--- src/rtl/core/celacc_pkg.sv ---
`timescale 1ns / 1ps
package celacc_pkg;
    localparam int MAX_EVENTS_DEF = 4096;
    localparam int FRAC_BITS_DEF  = 4;
    localparam int DIV_W = 24;
    localparam int SQ_W  = 48;
    localparam logic [2:0] CFG_CX = 3'd0;
    localparam logic [2:0] CFG_CY = 3'd1;
    localparam logic [2:0] CFG_R  = 3'd2;
    localparam logic [2:0] CFG_CW = 3'd3;
    localparam logic [2:0] CFG_PW = 3'd4;
    localparam logic CMD_EVENT = 1'b0;
    localparam logic CMD_CONCLUDE = 1'b1;
    typedef struct packed {
        logic start;
        logic busy;
        logic done;
    } t_unit_ctl;
endpackage

--- src/rtl/core/celacc_sqrt.sv ---
`timescale 1ns / 1ps
module celacc_sqrt import celacc_pkg::*; (
    input  logic            i_clk,
    input  logic            i_rst_n,
    input  logic            i_start,
    input  logic [SQ_W-1:0] i_val,
    output logic            o_done,
    output logic [SQ_W/2-1:0] o_root
);
    logic [SQ_W-1:0]   r_v;
    logic [SQ_W-1:0]   r_res;
    logic [SQ_W-1:0]   r_bit;
    logic              r_busy;
    logic              r_done;
    logic [SQ_W-1:0]   n_sum;

    assign n_sum = r_res + r_bit;

    always_ff @(posedge i_clk) begin
        if (!i_rst_n) begin
            r_busy <= 1'b0;
            r_done <= 1'b0;
        end else begin
            r_done <= 1'b0;
            if (i_start) begin
                r_busy <= 1'b1;
                r_v    <= i_val;
                r_res  <= '0;
                r_bit  <= {2'b01, {(SQ_W-2){1'b0}}};
            end else if (r_busy) begin
                if (r_v >= n_sum) begin
                    r_v   <= r_v - n_sum;
                    r_res <= (r_res >> 1) + r_bit;
                end else begin
                    r_res <= r_res >> 1;
                end
                r_bit <= r_bit >> 2;
                if (r_bit[0]) begin
                    r_busy <= 1'b0;
                    r_done <= 1'b1;
                end
            end
        end
    end
    assign o_done = r_done;
    assign o_root = r_res[SQ_W/2-1:0];
endmodule

--- config.mk ---
export PLATFORM = sky130hd
export DESIGN_NAME = celacc_sqrt
export DESIGN_NICKNAME = d
export VERILOG_FILES = /design/src/rtl/core/celacc_pkg.sv /design/src/rtl/core/celacc_sqrt.sv
export SDC_FILE = /design/constraint.sdc
export NUM_CORES = 1
export LEC_CHECK = 0
export BUFFER_PORTS_ARGS = -buffer_cell sky130_fd_sc_hd__buf_2
export CAP_MARGIN = 10
export CORE_ASPECT_RATIO = 0.9
export CORE_UTILIZATION = 57
export DETAILED_ROUTE_END_ITERATION = 10
export PLACE_DENSITY = 0.79
export SLEW_MARGIN = 5
export SYNTH_ARGS = -nofsm -noshare
export SYNTH_HDL_FRONTEND = slang
export SYNTH_SLANG_ARGS = --single-unit
export TNS_END_PERCENT = 100
--- constraint.sdc ---
create_clock -name i_clk -period 6.7 [get_ports i_clk]
set_clock_uncertainty 0.05 [all_clocks]
set_input_delay 2.01 -clock i_clk [delete_from_list [all_inputs] [get_ports i_clk]]
set_output_delay 2.01 -clock i_clk [all_outputs]
set_load 0.01 [all_outputs]
==> After elaboration in Yosys (flattened, before gate mapping) <==
Index checks and enable logic that the tools add are counted.
{ "op_classes": {"bitwise_logic": 2, "magnitude_cmp": 1, "n_reduce_logical": 5, "n_addsub": 3, "n_mux": 10} }
{ "ops": {"columns": ["op", "n"], "rows": [
  ["48-bit 2-to-1 mux", 5],
  ["47-bit by 47-bit adder with 48-bit output", 1],
  ["48-bit by 47-bit adder with 48-bit output", 1],
  ["48-bit >= comparator", 1],
  ["48-bit subtractor", 1],
  ["47-bit 2-to-1 mux", 1],
  ["1-bit 2-to-1 mux", 4],
  ["2-bit nonzero test", 2],
  ["3-bit AND reduction", 1],
  ["3-bit OR reduction", 1],
  ["1-bit inverter", 2],
  ["2-bit AND reduction", 1]
]} }
{ "totals": {"reg_bits": 122, "output_inout_bits": 25} }

==> Longest topological paths before layout <==
{ "logic_depth": {"word_depth": 5, "ltp_mapped": 21, "ltp_nobuf": 19} }

==> Worst setup path before layout <==
No wires, ideal clock.
{ "synth_timing": {"path_type": "register to register", "from": "register r_res[2]", "to": "register r_v[0], enable pin", "setup_slack_ps": -358, "period_less_slack_ps": 7058, "path_buffers": 3, "t_arrival_ps": 6539, "path_stages_with_launch": 20, "t_required_ps": 6181, "path_cell_list": "edfxtp_1 ha_1 a31oi_1 a211oi_2 a31oi_1 o221ai_2 a31o_2 a21o_1 a21oi_1 xor2_1 ha_1 buf_2 nand4_2 nor4_2 nor4b_1 a31oi_1 and2_4 buf_6 buf_4 a21oi_1"} }
{ "synth_between": {"elab_chain_len": 4} }
{ "synth_lines": {"columns": ["item", "line_no", "source"], "rows": [
  ["from (decl)", "celacc_sqrt.sv:11", "logic [SQ_W-1:0] r_res;"],
  ["from (signal assigned)", "celacc_sqrt.sv:33", "r_res <= (r_res >> 1) + r_bit;"],
  ["from (signal assigned)", "celacc_sqrt.sv:35", "r_res <= r_res >> 1;"],
  ["48-bit by 47-bit adder with 48-bit output", "celacc_sqrt.sv:17", "assign n_sum = r_res + r_bit;"],
  ["48-bit >= comparator", "celacc_sqrt.sv:31", "if (r_v >= n_sum) begin"],
  ["2-bit nonzero test (no line)", null, null],
  ["3-bit AND reduction (no line)", null, null],
  ["to (signal assigned)", "celacc_sqrt.sv:27", "r_v <= i_val;"],
  ["to (signal assigned)", "celacc_sqrt.sv:32", "r_v <= r_v - n_sum;"],
  ["to (decl)", "celacc_sqrt.sv:10", "logic [SQ_W-1:0] r_v;"]
]} }
Every way passes these cells.
A chain may end at the register's enable or synchronous reset.

==> Final worst setup path <==
{ "layout_timing": {"from": "register r_res[2]", "to": "register r_v[37], enable pin"} }
The elaborated chain is that of the path after synthesis.

==> summary.md <==
| Metric | Value |
|---|---|
| Flops & latches, synth | `around 120` |
| Initial Util | `59.0%` |
| Min-Delay Path Class | `flip-flop to flip-flop` |
| DP HPWL | `about 24 mm` |
| Vias in the first global route | `10.2k` |
| DRC errors left | `0` |
| HP Start | `r_busy` |
| Worst-Margin Slew | `1070 ps` |
| FP Rows | `49` |
| Initial DRC Count | `between 1k and 1.5k` |
| Worst slew margin | `between 20% and 30%` |
| Vias per cell | `approximately 6.5` |
| Tot GR Track Use | `~30%` |
| Htree depth | `4` |
| Core ar. | `20,200 um2` |
| Largest family of logic cells by synthesized area | `compound AO/OA/AOI/OAI gates` |
| Antenna violations before repair | `0` |
| Max Slew Vio Count | `0` |
| Crit path DAT | `6080 ps` |
| Leak Pwr | `around 0.0048 uW` |
| Max Clk Rate | `165 MHz` |
| Total iterations of the first detailed-routing run | `8` |
| Worst path slowest cell | `buf_4` |
| RSZ-0062 raised after global routing | `false` |
| CTS buffer count | `17` |
| Clock sink count | `122` |
| Ports | `76` |
| Sequential cell area fraction in the yosys report | `a little under a third` |
| Number of synthesized flops with an enable pin | `120` |
| Final net count | `1,559` |
| Post-synth ARST share | `0%` |
| First-pass GRT wire length | `52.3 mm` |
| Final Wtd Congestion | `between 0.9 and 1` |
| Post-synth top flop | `edfxtp_1` |
| Hold_buf cts | `0` |
| Remaining Overflow, GRT | `0` |
| MaxCap Viol Count | `0` |
| Most frequent cells in the layout | `146 x nand2_1, 120 x edfxtp_1, 111 x o21ai_0` |
| Die area | `around 22,000 um2` |
| Die H | `around 140 um` |
| Synth-to-layout area growth | `6.54%` |
| Largest net degree at the start of global routing | `98` |
| YS warnings | `0` |
| Routed Antenna Nets | `0` |
| Layout cells sized above 1 | `10.4%` |
| Peak VDD IR | `0.000165 V` |
| Reg clk slew, reported paths | `60 ps` |
| Worst reg2reg setup slack | `630 ps` |
| Synth Cell Area | `~12,000 um2` |
| Final setup fails | `0` |
| Netlist cell types | `83` |
| Top delay family on crit path | `compound AO/OA/AOI/OAI gates` |
| Crit path launch type | `flip-flop` |
| Cell count after synthesis | `around 1.4k` |
| CP startpoint | `r_res[2]` |
| XOR/XNOR Fraction of Synth Area | `7.78%` |
| Syn Nets | `1,556` |
| TritonCTS clock tree | `done` |
| Buf+Inv Stages, Crit Path | `2` |
| Pwr dens | `281 nW/um2` |
| Final critical-path share of the clock period | `90.6%` |
| Worst-Skew Late Latency | `between 400 and 500 ps` |
| Status | `complete, no violations` |
| ANT cells | `0` |
| Fin crit period | `6070 ps` |
| CTS root buffer | `clkbuf_16` |
| Post-synthesis mux area share | `0.545%` |
| CP cell instances | `ha_1 -> a31oi_1 -> a211oi_2 -> a31oi_1 -> o221ai_2 -> a31o_2 -> a21o_1 -> a21oi_1 -> xor2_1 -> ha_1 -> nand4_2 -> nor4_2 -> nor4b_1 -> a31oi_1 -> buf_4 -> and2_4 -> a21oi_4 -> buf_4` |
| Setup TNS | `0 ps` |
| Routed wire per std cell | `19.3 um` |
| Most used cell, CP | `a31oi_1` |
| Post-CTS resize count | `0` |
| Worst EP required | `6710 ps` |
| Compound-Gate Fraction of Synth Area | `between 20% and 30%` |
| Final Hold Viols | `0` |
| Setup bufs post-CTS | `0` |
| Synth Area per Inst | `between 8 and 9 um2` |
| Via count | `10.9k` |
| Final wirelength | `32.4 mm` |
| Max FO, Critical Path | `48` |
| FF-to-FF Start | `r_res[2]` |
| Port bufs | `75` |
| Clk buf depth | `2` |
| Leading cell type in the layout, fill and taps excluded | `nand2_1` |
| Adder-Cell Fraction of Synth Area | `10.4%` |
| Hold WS | `421 ps` |
| Endpoint type of the worst setup path | `flip-flop` |
| CP peak stage delay | `570 ps` |
| CP Class | `flip-flop to flip-flop` |
| Die Wd | `approximately 150 um` |
| Post-synthesis simple-gate area fraction | `19.8%` |
## synthesized netlist by cell type (8+ instances only)
library cell,instances,area share (%)
a21oi_1,107,4.5
buf_2,15,0.63
a31o_2,8,0.59
clkbuf_1,46,1.4
and2_1,8,0.42
o21ai_0,111,4.7
nand2b_1,14,0.73
a211oi_1,27,1.7
nand2_1,146,4.6
xnor2_1,61,4.5
nand4_1,42,2.2
a21o_1,35,2.2
a21boi_0,15,0.94
o21bai_1,23,1.4
nand3_1,28,1.2
a31oi_1,46,2.4
o31ai_1,8,0.50
ha_1,98,10
xor2_1,45,3.3
o21a_1,14,0.88
inv_1,27,0.85
nor2b_1,36,1.9
edfxtp_1,120,30
and3_1,9,0.47
nor3_1,28,1.2
nor2_1,110,3.5
or3_1,21,1.1
buf_4,25,1.6
## layer usage
layer | vias up | routed length, um | global-route usage [%]
met5 | - | 0 | 0
met4 | 0 | 780 | 10.3
met3 | 60 | 2260 | 5.29
met2 | 437 | 15100 | 49.6
met1 | 5174 | 14200 | 40.9
li1 | 5277 | - | -
## stage by stage
step | std cells | area (um2) | worst slack, ps | total power, uW | utilization, %
after floorplan | 1406 | 11900 | 725 | 2320 | -
after global placement | 1645 | 12200 | 1010 | 2650 | 60.2
after detailed placement | 1645 | 12200 | 795 | 2680 | 60.2
after CTS | 1676 | 12700 | 748 | 3560 | 62.8
after global routing | 1676 | 12700 | 264 | 3780 | 62.8
final | 1676 | 12700 | 633 | 3570 | 62.8
## where the power goes
group / leakage [uW] / switching, uW / internal (uW)
Clock: 0.000266 / 367 / 504
Combinational: 0.00338 / 1010 / 636
Sequential: 0.00117 / 88.2 / 969
Total: 0.00481 / 1460 / 2110
## sequential cells by signal (all words and copies together), names as in the netlist
name	count
r_busy	1
o_done	1
r_res	48
r_v	48
r_bit	24
## cell type report
class	instances	area, um2
Clock buffer	18	429
Clock inverter	13	105
Fill cell	1753	7520
Inverter	27	101
Multi-Input combinational cell	1161	7700
Sequential cell	122	3640
Tap cell	255	319
Timing Repair Buffer	80	415
## path summary, 6_finish.rpt
kind / endpoint / depth (start not counted)
min reg2reg: o_done / 1
max: r_v[37] / 18
min: o_done / 1
max reg2reg: r_v[37] / 18
## cell families (layout without fill, tap and decap cells)
group | Yosys count | after routing
xor gates and xnor gates | 106 | 106
and+or+nand+nor | 481 | 481
muxes | 6 | 6
adders and majority gates | 99 | 99
buffers and inverters | 123 | 138
DFF | 122 | 122
AOI/OAI and AO/OA | 469 | 469
Note: power is estimated with default switching activity, not from simulation.
