## config.mk

```make
export PLATFORM = sky130hd
export DESIGN_NAME = celacc_div
export DESIGN_NICKNAME = d
export VERILOG_FILES = /design/src/rtl/core/celacc_pkg.sv /design/src/rtl/core/celacc_div.sv
export SDC_FILE = /design/constraint.sdc
export NUM_CORES = 1
export LEC_CHECK = 0
export BUFFER_PORTS_ARGS = -buffer_cell sky130_fd_sc_hd__buf_4
export CORE_UTILIZATION = 60
export DETAILED_ROUTE_END_ITERATION = 12
export GPL_TIMING_DRIVEN = 0
export PLACE_DENSITY_LB_ADDON = 0.08
export RECOVER_POWER = 50
export SLEW_MARGIN = 20
export SYNTH_ARGS = -nofsm -noshare
export SYNTH_HDL_FRONTEND = slang
export SYNTH_SLANG_ARGS = --single-unit
```

## constraint.sdc

```tcl
create_clock -name i_clk -period 4.27 [get_ports i_clk]
set_clock_uncertainty 0.2 [all_clocks]
set_input_delay 0.2135 -clock i_clk [delete_from_list [all_inputs] [get_ports i_clk]]
set_output_delay 0.2135 -clock i_clk [all_outputs]
set_load 0.01 [all_outputs]
```

## src/rtl/core/celacc_pkg.sv

```systemverilog
`timescale 1ns / 1ps
package celacc_pkg;
    localparam int MAX_EVENTS_DEF = 4096;
    localparam int FRAC_BITS_DEF  = 4;
    localparam int DIV_W = 24;
    localparam int SQ_W  = 48;
    localparam logic [2:0] CFG_CX = 3'd0;
    localparam logic [2:0] CFG_CY = 3'd1;
    localparam logic [2:0] CFG_R  = 3'd2;
    localparam logic [2:0] CFG_CW = 3'd3;
    localparam logic [2:0] CFG_PW = 3'd4;
    localparam logic CMD_EVENT = 1'b0;
    localparam logic CMD_CONCLUDE = 1'b1;
    typedef struct packed {
        logic start;
        logic busy;
        logic done;
    } t_unit_ctl;
endpackage

```

## src/rtl/core/celacc_div.sv

```systemverilog
`timescale 1ns / 1ps
module celacc_div import celacc_pkg::*; (
    input  logic                    i_clk,
    input  logic                    i_rst_n,
    input  logic                    i_start,
    input  logic signed [DIV_W-1:0] i_num,
    input  logic [16:0]             i_den,
    output logic                    o_busy,
    output logic                    o_done,
    output logic signed [DIV_W-1:0] o_quo
);
    logic [DIV_W-1:0] r_q;
    logic [17:0]      r_rem;
    logic [4:0]       r_cnt;
    logic             r_neg;
    logic             r_busy;
    logic             r_done;
    logic [17:0]      n_trial;
    logic [18:0]      n_sh;

    always_comb begin
        n_sh    = {r_rem, r_q[DIV_W-1]};
        n_trial = n_sh[17:0] - {1'b0, i_den};
    end

    always_ff @(posedge i_clk) begin
        if (!i_rst_n) begin
            r_busy <= 1'b0;
            r_done <= 1'b0;
        end else begin
            r_done <= 1'b0;
            if (i_start) begin
                r_busy <= 1'b1;
                r_cnt  <= 5'd0;
                r_rem  <= '0;
                r_neg  <= i_num[DIV_W-1];
                r_q    <= i_num[DIV_W-1] ? DIV_W'(-i_num) : i_num;
            end else if (r_busy) begin
                if (n_sh[18:0] >= {2'b0, i_den}) begin
                    r_rem <= n_trial;
                    r_q   <= {r_q[DIV_W-2:0], 1'b1};
                end else begin
                    r_rem <= n_sh[17:0];
                    r_q   <= {r_q[DIV_W-2:0], 1'b0};
                end
                if (r_cnt == 5'(DIV_W-1)) begin
                    r_busy <= 1'b0;
                    r_done <= 1'b1;
                end
                r_cnt <= r_cnt + 5'd1;
            end
        end
    end
    assign o_busy = r_busy;
    assign o_done = r_done;
    assign o_quo  = r_neg ? DIV_W'(-r_q) : r_q;
endmodule

```

-- Yosys cells after proc, flatten, opt, wreduce, memory -nomap -nowiden
Cells that the tools add are included.
- register bits after elaboration: 50
- input bits: 44
- output and inout port bits: 26
- word-level logic and storage cells: 30
- $add $sub $neg: 4
- magnitude comparators: 1
- equality and inequality tests: 1
- mux-type cells: 12
- bitwise operators: 2
- reductions and logical operators: 4
- operators with widths (operator ; number):
    2-to-1 mux 24 bit ; 4
    negation 24 bit ; 2
    2-to-1 mux 18 bit ; 2
    greater-or-equal comparator 19 x 17 -> 1 bit ; 1
    subtractor 18 x 17 -> 18 bit ; 1
    adder 5 x 1 -> 5 bit (second input constant) ; 1
    equality test 5 bit (second input constant) ; 1
    2-to-1 mux 1 bit ; 5
    2-to-1 mux 5 bit ; 1
    AND reduction 2 bit ; 2
    OR reduction 3 bit ; 1
    NOT 1 bit ; 2
    nonzero test 2 bit ; 1

-- Depth between registers and ports, before layout
Gate-level depths: netlist of run 1.
- depth after elaboration: 4
- depth in mapped cells: 11
- gate-level depth less buffers: 11

-- Worst setup path before layout of run 1
No wires, ideal clock.
- kind: register -> register
- from: register r_rem[3]
- to: register r_rem[17] (data pin)
- setup time: 260 ps
- arrival time: 2411 ps
- data required time: 3810 ps
- slack: 1399 ps
- cell stages (with the launch flop): 9
- buffers on the path: 0
- period minus slack after synthesis: 2871 ps
- cell sequence: edfxtp_1 > ha_1 > and3_1 > o21ai_0 > a21oi_1 > o2111ai_1 > o211ai_2 > nor3b_1 > mux2_2
- cells in the longest elaborated chain, start to end: 3
- elaborated cells on any way between the ends: 4
- classes of those cells: add/sub: 1; order compare: 1; mux: 2
- ends and longest elaborated chain (element ; RTL line ; RTL):
    start: declaration ; celacc_div.sv:13 ; logic [17:0] r_rem;
    start signal: assignment ; celacc_div.sv:40 ; r_rem <= n_trial;
    start signal: assignment ; celacc_div.sv:43 ; r_rem <= n_sh[17:0];
    subtractor 18 x 17 -> 18 bit / greater-or-equal comparator 19 x 17 -> 1 bit (equally long branches) ; celacc_div.sv:23, celacc_div.sv:39 ;
    2-to-1 mux 18 bit (*) ; celacc_div.sv:39 ; if (n_sh[18:0] >= {2'b0, i_den}) begin
    2-to-1 mux 18 bit (*) ; celacc_div.sv:38 ; end else if (r_busy) begin
Every way passes the cells marked *; elsewhere a longest branch is shown, timed or not. The select of a mux whose other input is x is not followed.
A chain may end at the register's enable or synchronous reset.

-- Worst setup path in the final report of run 1
- from: register r_rem[3]
- to: register r_rem[9] (data pin)
The elaborated chain is that of the path after synthesis.

==> results of run 1 <==
[sequential cells by signal (all words and copies together) (netlist names)]
signal	cells
r_q	24
r_rem	18
r_cnt	5
o_busy	1
o_done	1
r_neg	1
[worst max path at each step]
stage,start,endpoint,slack [ns],cells past startpoint
2_1_floorplan,r_rem[3],r_rem[17],1.40,8
3_3_place_gp,r_rem[2],r_rem[9],0.75,9
3_5_place_dp,r_rem[3],r_rem[9],0.80,9
4_1_cts,r_rem[3],r_rem[9],0.73,9
5_1_grt,r_rem[2],r_rem[9],0.41,9
6_report,r_rem[3],r_rem[9],0.64,9
[stage by stage]
stage	hold WS, ns	std cells	setup WS (ns)	total power, mW
2_1_floorplan	0.1124	424	1.399	0.9616
3_3_place_gp	0.2575	569	0.7491	1.111
3_5_place_dp	0.2553	569	0.7958	1.126
4_1_cts	0.07225	579	0.7322	1.467
5_1_grt	0.08688	579	0.4061	1.540
6_report	0.07311	579	0.6394	1.471
[worst min-delay path, cell delays in order]
cell	delay, ns
buf_4	0.08
inv_1	0.05
a21oi_1	0.12
[placed cells by master, fill, tap and decap left out, types with 3 or more instances in the layout]
cell type,netlist,final
or4_1,8,8
edfxtp_1,48,48
o31ai_1,12,12
clkbuf_8,0,5
o41ai_1,5,5
o21a_1,7,7
ha_1,20,20
mux2i_1,10,10
nand3_1,3,3
nor2_1,55,55
a21oi_1,37,37
a211oi_1,6,6
mux2_2,4,4
xor2_1,23,23
nand4_1,3,3
o21ai_0,23,23
nor2b_1,5,5
a21o_1,5,5
inv_1,25,25
nand2_1,24,24
or3_1,6,6
nor3_1,6,6
clkbuf_1,11,17
buf_4,4,66
xnor2_1,36,36
[area by class of cell]
class | instances | area share
Buffer | 18 | 0.01726
Clock buffer | 5 | 0.01484
Clock inverter | 3 | 0.008632
Inverter | 25 | 0.02023
Multi-Input combinational cell | 331 | 0.4877
Sequential cell | 50 | 0.3194
Tap cell | 77 | 0.02077
Timing Repair Buffer | 70 | 0.1111
[power by group through the flow]
stage	sequential, mW	combinational [mW]	clock [mW]
4_1_cts	0.629	0.492	0.347
3_3_place_gp	0.639	0.472	0
2_1_floorplan	0.631	0.331	0
3_5_place_dp	0.640	0.486	0
5_1_grt	0.636	0.538	0.366
6_report	0.631	0.493	0.347
[synth_stat cells, types with 3 or more instances]
library cell   n  area [µm²]
nand4_1        3       18.77
buf_4          4       30.03
clkbuf_1      11       41.29
nand3_1        3       15.01
or4_1          8       60.06
o41ai_1        5       43.79
mux2i_1       10       100.1
o21a_1         7       52.55
edfxtp_1      48        1441
a211oi_1       6       45.04
nor2_1        55       206.5
mux2_2         4       45.04
xnor2_1       36       315.3
a21oi_1       37       185.2
a21o_1         5       37.54
inv_1         25       93.84
xor2_1        23       201.4
ha_1          20       250.2
o21ai_0       23       115.1
or3_1          6       37.54
nor3_1         6       30.03
nand2_1       24       90.09
nor2b_1        5       31.28
o31ai_1       12       90.09
[per-layer routing]
metal / track usage / routed length (µm)
met1: 0.3891 / 4085
met2: 0.4396 / 4493
met3: 0.03479 / 843
met4: 0.1176 / 181
met5: 0 / 0
[kinds of logic after synthesis]
group | after synthesis | share of synthesized area
and+or+nand+nor | 127 | 0.1586
AOI/OAI and AO/OA | 110 | 0.1799
xor gates and xnor gates | 59 | 0.1315
DFF | 50 | 0.3771
buffers and inverters | 43 | 0.04713
adders and majority gates | 21 | 0.06879
muxes | 14 | 0.03694
==> flow_summary.json, run 1 <==
{
  "drt-initial-drc-count": 305,
  "firstDrtPassIters": 5,
  "row_count": 29,
  "cts_resized": 0,
  "yosys_warnings": 0,
  "status": "finished, violations left",
  "wl_per_cell_um": 16.59,
  "grt_pass1_wl_um": 15510,
  "leakagePower_nw": 1.888,
  "final_layout_size_suffix_gt1_frac": 0.1773,
  "path_cells": "ha_1, and3_1, o21ai_0, a21oi_1, o2111ai_1, o211ai_2, clkbuf_1, nor2_1, a211oi_1",
  "clock-sinks": 50,
  "grt_max_degree": 49,
  "fp.dieW_um": 82.92,
  "synth_nets": 489,
  "startpoint_type": "flip-flop",
  "vias": 3570,
  "numCtsBuffers": 5,
  "dp_hpwl_um": 7125,
  "hold_depth": 3,
  "cp.required_ns": 4.21,
  "finalSetupViolations": 0,
  "multi_input_area_mm2": 0.002262,
  "tns_ns": 0,
  "pin_count": 70,
  "min_period_over_period": 0.8503,
  "power_density_mw_per_mm2": 317.2,
  "cp.arrival_ns": 3.57,
  "peakVddDrop_mv": 0.2101,
  "nNetsFinal": 566,
  "slew_violations": 49,
  "maxSlewHeadroom": -0.4485,
  "syn_inst": 424,
  "port_buffers": 68,
  "r2r-end": "r_rem[9]",
  "utilization": 0.7304,
  "avgSynthCellArea_um2": 9.266,
  "cts_root_buf": "clkbuf_8",
  "synth-seq-cells": 50,
  "ctsHoldBuffers": 2,
  "async_flop_share": 0,
  "area_growth_pct": 18.06,
  "finalHoldViolCount": 0,
  "ff2ff_path_depth": 9,
  "place_area_mm2": 0.004543,
  "hp-start": "i_num[0]",
  "fp.dieH_um": 82.92,
  "vias_per_cell": 6.166,
  "ys.flop_type": "edfxtp_1",
  "antennaDiodeCount": 0,
  "drv_cap": 1,
  "cts_tree": "yes",
  "crit_family": "compound AO/OA/AOI/OAI gates",
  "min_path_type": "in -> reg",
  "pwr-share-comb": 0.335,
  "fin_crit_ns": 3.631,
  "first_global_vias": 3364,
  "ys_seq_area_frac": 0.3771,
  "end_kind": "flip-flop",
  "drcViolationCount": 0,
  "htreeDepth": 2,
  "grt_antenna_before_repair": 0,
  "regToRegStartpoint": "r_rem[3]",
  "path_class": "reg -> reg",
  "filler_cell_count": 506,
  "violations": "capacitance limit, slew limit",
  "synth_edf_count": 48,
  "clk_pin_slew_ns": 0.10,
  "rsz0062_at_grt": "no",
  "swShare": 0.3229,
  "post-cts-setup-buffers": 0,
  "slowest_stage": "o211ai_2",
  "final_area_mm2": 0.004638,
  "cp_slowest_stage_delay_ns": 0.58,
  "coreArea_mm2": 0.006350,
  "worst_pin_slew_ns": 2.173,
  "p_int_uw": 996.2,
  "routabilityCongestion": 0.9416,
  "postRouteAntennaNets": 0,
  "p_sw_uw": 475.0,
  "netlist_area_mm2": 0.003929,
  "critPathBufInv": 1,
  "start_util": 0.6187,
  "fmax_mhz": 275.4,
  "die-area_mm2": 0.006876,
  "cts.path.max_buffers": 2,
  "grt_usage": 0.2790,
  "clk_latency_ns": 0.31,
  "synth_cell_types": 53,
  "cp_max_fo": 10,
  "min_to": "r_q[0]",
  "seqPwrFrac": 0.429,
  "grt_overflow": 0,
  "r2r_slack_ns": 0.64,
  "seq_area_mm2": 0.001481,
  "clkPwrFrac": 0.236,
  "finalWirelength_um": 9603
}
No activity file was read; power rests on OpenSTA's default activity.
==> run 2, diff against run 1 <==
--- a/config.mk
+++ b/config.mk
@@ -5,6 +5,7 @@
 export SDC_FILE = /design/constraint.sdc
 export NUM_CORES = 1
 export LEC_CHECK = 0
+export ABC_AREA = 1
 export BUFFER_PORTS_ARGS = -buffer_cell sky130_fd_sc_hd__buf_4
 export CORE_UTILIZATION = 60
 export DETAILED_ROUTE_END_ITERATION = 12
==> run 2 against run 1 <==
Compared with the run above: the flow still finishes with violations (capacitance limit, slew limit); final cell count is 54% higher; utilization fell by 1.5 points; die area grew 20%; sequential power increased by 3.6%; count of clock-buffer cells in the layout increased by 2; synthesized cell count is 67% higher; sequential share of layout area decreased by 5.0 points.
==> flow_summary.json, run 2 <==
{
  "clk_pin_slew_ns": 0.10,
  "drv_cap": 1,
  "area_growth_pct": 16.02,
  "die-area_mm2": 0.008261,
  "synth_nets": 774,
  "cts.path.max_buffers": 2,
  "drcViolationCount": 0,
  "top_regs": "r_q: 24 flops, r_rem: 18 flops, r_cnt: 5 flops",
  "start_util": 0.6167,
  "ys_seq_area_frac": 0.3125,
  "grt_max_degree": 26,
  "utilization": 0.7155,
  "avgSynthCellArea_um2": 6.687,
  "synth_top_area_frac": 0.3040,
  "filler_cell_count": 689,
  "clk_latency_ns": 0.31,
  "ys.flop_type": "edfxtp_1",
  "min_path_type": "in -> reg",
  "cp_max_fo": 25,
  "synth.largest_area_cell": "edfxtp_1",
  "dp_cells": 880,
  "leakagePower_nw": 2.803,
  "fp.dieH_um": 90.89,
  "cts_tree": "yes",
  "min_period_over_period": 0.7319,
  "postRouteAntennaNets": 0,
  "post-cts-setup-buffers": 0,
  "regToRegStartpoint": "o_busy",
  "nNetsFinal": 852,
  "rsz0062_at_grt": "no",
  "wl_per_cell_um": 13.74,
  "synth_cell_types": 39,
  "peakVddDrop_mv": 0.1511,
  "vias_per_cell": 5.381,
  "cp.arrival_ns": 2.84,
  "async_flop_share": 0,
  "cp.required_ns": 3.98,
  "routabilityCongestion": 0.9324,
  "path_cells": "dlygate4sd3_1, clkbuf_4, nand2_1, nand2_1, clkbuf_1",
  "coreArea_mm2": 0.007687,
  "finalSetupViolations": 0,
  "tns_ns": 0,
  "status": "finished, violations left",
  "mostFrequentLayoutCell": "nand2_1",
  "violations": "capacitance limit, slew limit",
  "slew_violations": 26,
  "fin_crit_ns": 3.125,
  "antennaDiodeCount": 0,
  "netlist_top_cells_area": "edfxtp_1 (30%), nand2_1 (17%), inv_1 (9.0%)",
  "r2r_slack_ns": 1.35,
  "yosys_warnings": 0,
  "hp-start": "i_num[17]",
  "finalWirelength_um": 12230,
  "whs_ns": 0.09147,
  "row_count": 32,
  "yosysMostFrequentCell": "nand2_1",
  "synth_edf_count": 48,
  "fp.dieW_um": 90.89,
  "fmax_mhz": 320.0,
  "path_class": "in -> reg",
  "cts_root_buf": "clkbuf_8",
  "slowest_stage": "clkbuf_1",
  "netlist_area_mm2": 0.004741,
  "finalHoldViolCount": 0,
  "vias": 4789,
  "end_kind": "flip-flop",
  "layout.cells.most_common_list": "nand2_1 (218), inv_1 (114), nor2_1 (78)",
  "maxSlewHeadroom": -0.04423,
  "worst_pin_slew_ns": 1.566,
  "cp_slowest_stage_delay_ns": 1.20,
  "largest_reg_flops": 24,
  "pin_count": 70,
  "crit_start": "i_rst_n",
  "syn_inst": 709,
  "drt-initial-drc-count": 210,
  "dp_hpwl_um": 9490,
  "power_density_mw_per_mm2": 305.8,
  "grt_usage": 0.3045,
  "synth-seq-cells": 50,
  "grt_overflow": 0,
  "yosys-top-cells-count": "nand2_1 (218), inv_1 (114), nor2_1 (78), edfxtp_1 (48), nand3_1 (41)",
  "fin_cells": 890,
  "grt_pass1_wl_um": 20330,
  "htreeDepth": 2,
  "final_layout_size_suffix_gt1_frac": 0.1294,
  "finalPower_mw": 1.682,
  "grt_antenna_before_repair": 0,
  "numCtsBuffers": 5,
  "firstDrtPassIters": 7,
  "clock-sinks": 50,
  "largest-register": "r_q",
  "first_global_vias": 4586,
  "startpoint_type": "input pin",
  "port_buffers": 68,
  "path_common_cell": "nand2_1"
}
[run 2: cell count changes in the layout (fill, tap and decap cells not counted), sizes merged, moves of 9 or more]
cell    change
a21oi      -14
inv        +93
mux2i      -10
nand2     +198
nand3      +41
nand3b     +19
nor2       +25
o21ai      +16
o31ai      -11
or4        -10
xnor2      -29
xor2        +9
[run 2: final cells by class]
cell class              count  area (µm²)  share of cell area
inverters                 119       446.7             0.08121
plain buffers              18       105.1             0.01911
clock buffers               7       96.34             0.01752
clock inverters             1       8.758            0.001592
well taps                 102       127.6             0.02320
flip-flops and latches     50        1481              0.2693
multi-input cells         522        2708              0.4923
repair buffers             71       526.8             0.09577
[run 2: worst paths after layout]
kind / endpoint / cells after the start
setup / recovery: r_rem[14] / 5
hold / removal: r_q[17] / 4
setup reg to reg: r_rem[14] / 3
hold reg to reg: o_done / 2
[run 2: kinds of logic after synthesis]
group	after synthesis	share of synthesized area
AO/OA/AOI/OAI	70	0.07839
AND/OR/NAND/NOR	392	0.3637
flip-flops	50	0.3125
buffers and inverters	137	0.1164
XOR/XNOR	39	0.07205
adder cells (fa/ha/maj)	21	0.05701
[run 2: critical path, delay by kind of cell]
kind          cells  cell delay (ns)
buf+inv           3             1.85
simple gates      2             0.76
[run 2: power breakdown]
| group | total [mW] | internal [mW] | switching (mW) |
|---|---|---|---|
| registers | 0.654 | 0.614 | 0.0400 |
| logic | 0.705 | 0.278 | 0.427 |
| clock network | 0.323 | 0.149 | 0.174 |
[run 2: per-layer routing]
layer	routed length, µm	share of wire	global-route usage
met2	6210	0.51	0.5720
met1	4870	0.40	0.3497
met3	715	0.058	0.04209
met4	430	0.035	0.1085
met5	0	0	0
[run 2: repair_timing]
item | 4_1_cts | 5_1_grt
hold buffers | 2 | 0
endpoints found under the hold margin | 2 | 0
gates resized for setup | 0 | 0
[run 2: through the flow]
stage               setup WS, ns  instance area, µm²
floorplan                  2.106                4741
global placement           1.510                5379
detailed placement         1.724                5401
CTS                        1.429                5527
global route              0.9740                5500
finish                     1.145                5500
==> run 3, diff against run 2 <==
--- a/config.mk
+++ b/config.mk
@@ -5,9 +5,9 @@
 export SDC_FILE = /design/constraint.sdc
 export NUM_CORES = 1
 export LEC_CHECK = 0
-export ABC_AREA = 1
+export ABC_AREA = 0
 export BUFFER_PORTS_ARGS = -buffer_cell sky130_fd_sc_hd__buf_4
-export CORE_UTILIZATION = 60
+export CORE_UTILIZATION = 51
 export DETAILED_ROUTE_END_ITERATION = 12
 export GPL_TIMING_DRIVEN = 0
 export PLACE_DENSITY_LB_ADDON = 0.08
==> constraint.sdc (replaced) <==
create_clock -name i_clk -period 2.52 [get_ports i_clk]
set_clock_uncertainty 0.2 [all_clocks]
set_input_delay 0.126 -clock i_clk [delete_from_list [all_inputs] [get_ports i_clk]]
set_output_delay 0.126 -clock i_clk [all_outputs]
set_load 0.01 [all_outputs]
==> run 3 against run 2 <==
Compared with the run above: count of clock-buffer cells in the layout shrank 1; die area shrank 2.4%; utilization grew 9.1 points; sequential power grew 65%; critical path type is now reg -> out; sequential share of layout area shrank 1.9 points; the run ends with setup timing left; largest power group unchanged; total power grew 71%; sequential cell count is the same; critical path depth grew 2; clock power grew 52%; wire length grew 1.3%.
==> flow_summary.json, run 3 (synthesis gave the netlist of run 1 again) <==
{
  "grt_max_degree": 49,
  "crit_start": "r_q[0]",
  "maxSlewHeadroom": 0.1832,
  "postRouteAntennaNets": 0,
  "pin_count": 70,
  "violations": "setup timing",
  "grt_pass1_wl_um": 18710,
  "path_class": "reg -> out",
  "layout.cells.most_common_list": "buf_4 (125), edfxtp_1 (48), nor2_1 (47)",
  "finalWorstSetupSlack_ns": -0.4344,
  "regToRegStartpoint": "r_q[23]",
  "fmax_mhz": 338.5,
  "finalHoldViolCount": 0,
  "row_count": 31,
  "cts_root_buf": "clkbuf_8",
  "dp_hpwl_um": 7006,
  "first_global_vias": 3887,
  "firstDrtPassIters": 5,
  "cp_slowest_stage_delay_ns": 0.43,
  "utilization": 0.8066,
  "start_util": 0.5359,
  "cts_tree": "yes",
  "hp-start": "i_num[11]",
  "fin_crit_ns": 2.954,
  "wl_per_cell_um": 18.43,
  "grt_antenna_before_repair": 0,
  "fp.dieH_um": 89.77,
  "finalSetupViolations": 34,
  "power_density_mw_per_mm2": 485.4,
  "grt_usage": 0.2893,
  "drcViolationCount": 0,
  "status": "finished, violations left",
  "clock-sinks": 50,
  "fp.dieW_um": 89.77,
  "clk_pin_slew_ns": 0.10,
  "peakVddDrop_mv": 0.2231,
  "leakagePower_nw": 2.401,
  "rsz0062_at_grt": "yes",
  "largest-register": "r_q",
  "cp.arrival_ns": 2.63,
  "finalWirelength_um": 12390,
  "coreArea_mm2": 0.007331,
  "port_buffers": 68,
  "min_to": "r_q[11]",
  "final_layout_size_suffix_gt1_frac": 0.4188,
  "top_regs": "r_q: 24 flops, r_rem: 18 flops, r_cnt: 5 flops",
  "cts.path.max_buffers": 2,
  "ff2ff_path_depth": 11,
  "vias": 3946,
  "cp.required_ns": 2.19,
  "min_path_type": "in -> reg",
  "cp_max_fo": 6,
  "path_cells": "buf_6, or3_4, or4_4, or3_4, o41ai_4, xnor2_1, buf_4",
  "drt-initial-drc-count": 339,
  "end_kind": "output pin",
  "numCtsBuffers": 5,
  "grt_overflow": 0,
  "worst_pin_slew_ns": 1.225,
  "area_growth_pct": 50.51,
  "min_period_over_period": 1.172,
  "nNetsFinal": 637,
  "hold_depth": 3,
  "drv_cap": 0,
  "slew_violations": 0,
  "r2r_slack_ns": -0.25,
  "die-area_mm2": 0.008059,
  "finalPower_mw": 2.870,
  "startpoint_type": "flip-flop",
  "mostFrequentLayoutCell": "buf_4",
  "path_common_cell": "or3_4",
  "r2r-end": "r_rem[16]",
  "slowest_stage": "or4_4",
  "antennaDiodeCount": 0,
  "vias_per_cell": 5.872,
  "clk_latency_ns": 0.31,
  "largest_reg_flops": 24,
  "htreeDepth": 2,
  "routabilityCongestion": 0.8893
}
[run 3: changes by cell type in the layout (fill, tap and decap cells not counted), moves of 28 or more]
cell	previous run	this run
buf_4	64	125
inv_1	114	22
nand2_1	218	23
nand3_1	41	3
nor2_1	78	47
o21ai_0	39	11
xnor2_1	7	35
[run 3: per-layer routing]
layer	vias to the layer above	global-route usage	wire [µm]
met5	-	0	0
met1	1893	0.3678	5079
met4	0	0.1148	394
met3	41	0.03638	789
met2	170	0.4987	6124
li1	1842	-	-
[run 3: worst max path at each step]
stage / to / slack (ns) / cells after the start
detailed placement: r_rem[17] / -0.54 / 8
global route: o_quo[20] / -0.53 / 8
floorplan: r_q[19] / -0.20 / 7
finish: o_quo[23] / -0.43 / 7
global placement: r_rem[17] / -0.51 / 8
CTS: o_quo[23] / -0.39 / 6
[run 3: metrics by stage]
stage | hold slack, ns | setup slack, ns | setup TNS, ns | instances | area, µm²
after floorplan | 0.02487 | -0.2010 | -0.6778 | 424 | 4055
after global placement | 0.1653 | -0.5103 | -31.80 | 591 | 4690
after detailed placement | 0.1716 | -0.5373 | -10.17 | 591 | 4697
after CTS | 0.01674 | -0.3943 | -5.980 | 657 | 5628
after global routing | 0.03022 | -0.5333 | -11.39 | 672 | 5913
final | 0.01149 | -0.4344 | -7.770 | 672 | 5913
[run 3: repair_timing]
item	CTS	global route
setup endpoints to repair	36	38
endpoints found under the hold margin	6	0
gates cloned	2	0
hold buffers	5	0
pin swaps	37	33
gates resized for setup	77	44
setup buffers	54	21
[run 3: layout make-up]
class / instances / area [µm²]
well taps: 99 / 123.9
clock buffers: 6 / 72.57
inverters: 25 / 93.84
flip-flops and latches: 50 / 1481
plain buffers: 14 / 83.83
clock inverters: 2 / 8.758
repair buffers: 145 / 1192
fillers: 459 / 1418
multi-input cells: 331 / 2856
[run 3: worst max-delay path, delay by kind of cell, from the launching register on]
kind / cells / cell delay (ns)
and+or+nand+nor: 3 / 1.22
xor gates and xnor gates: 1 / 0.16
buffers and inverters: 2 / 0.29
DFF: 1 / 0.42
AOI/OAI and AO/OA: 1 / 0.23
[run 3: power breakdown]
part	switching (mW)	total [mW]	internal [mW]	leakage [nW]
sequential	0.0693	1.08	1.01	0.477
combinational	0.633	1.30	0.665	1.88
clock	0.299	0.491	0.193	0.0426
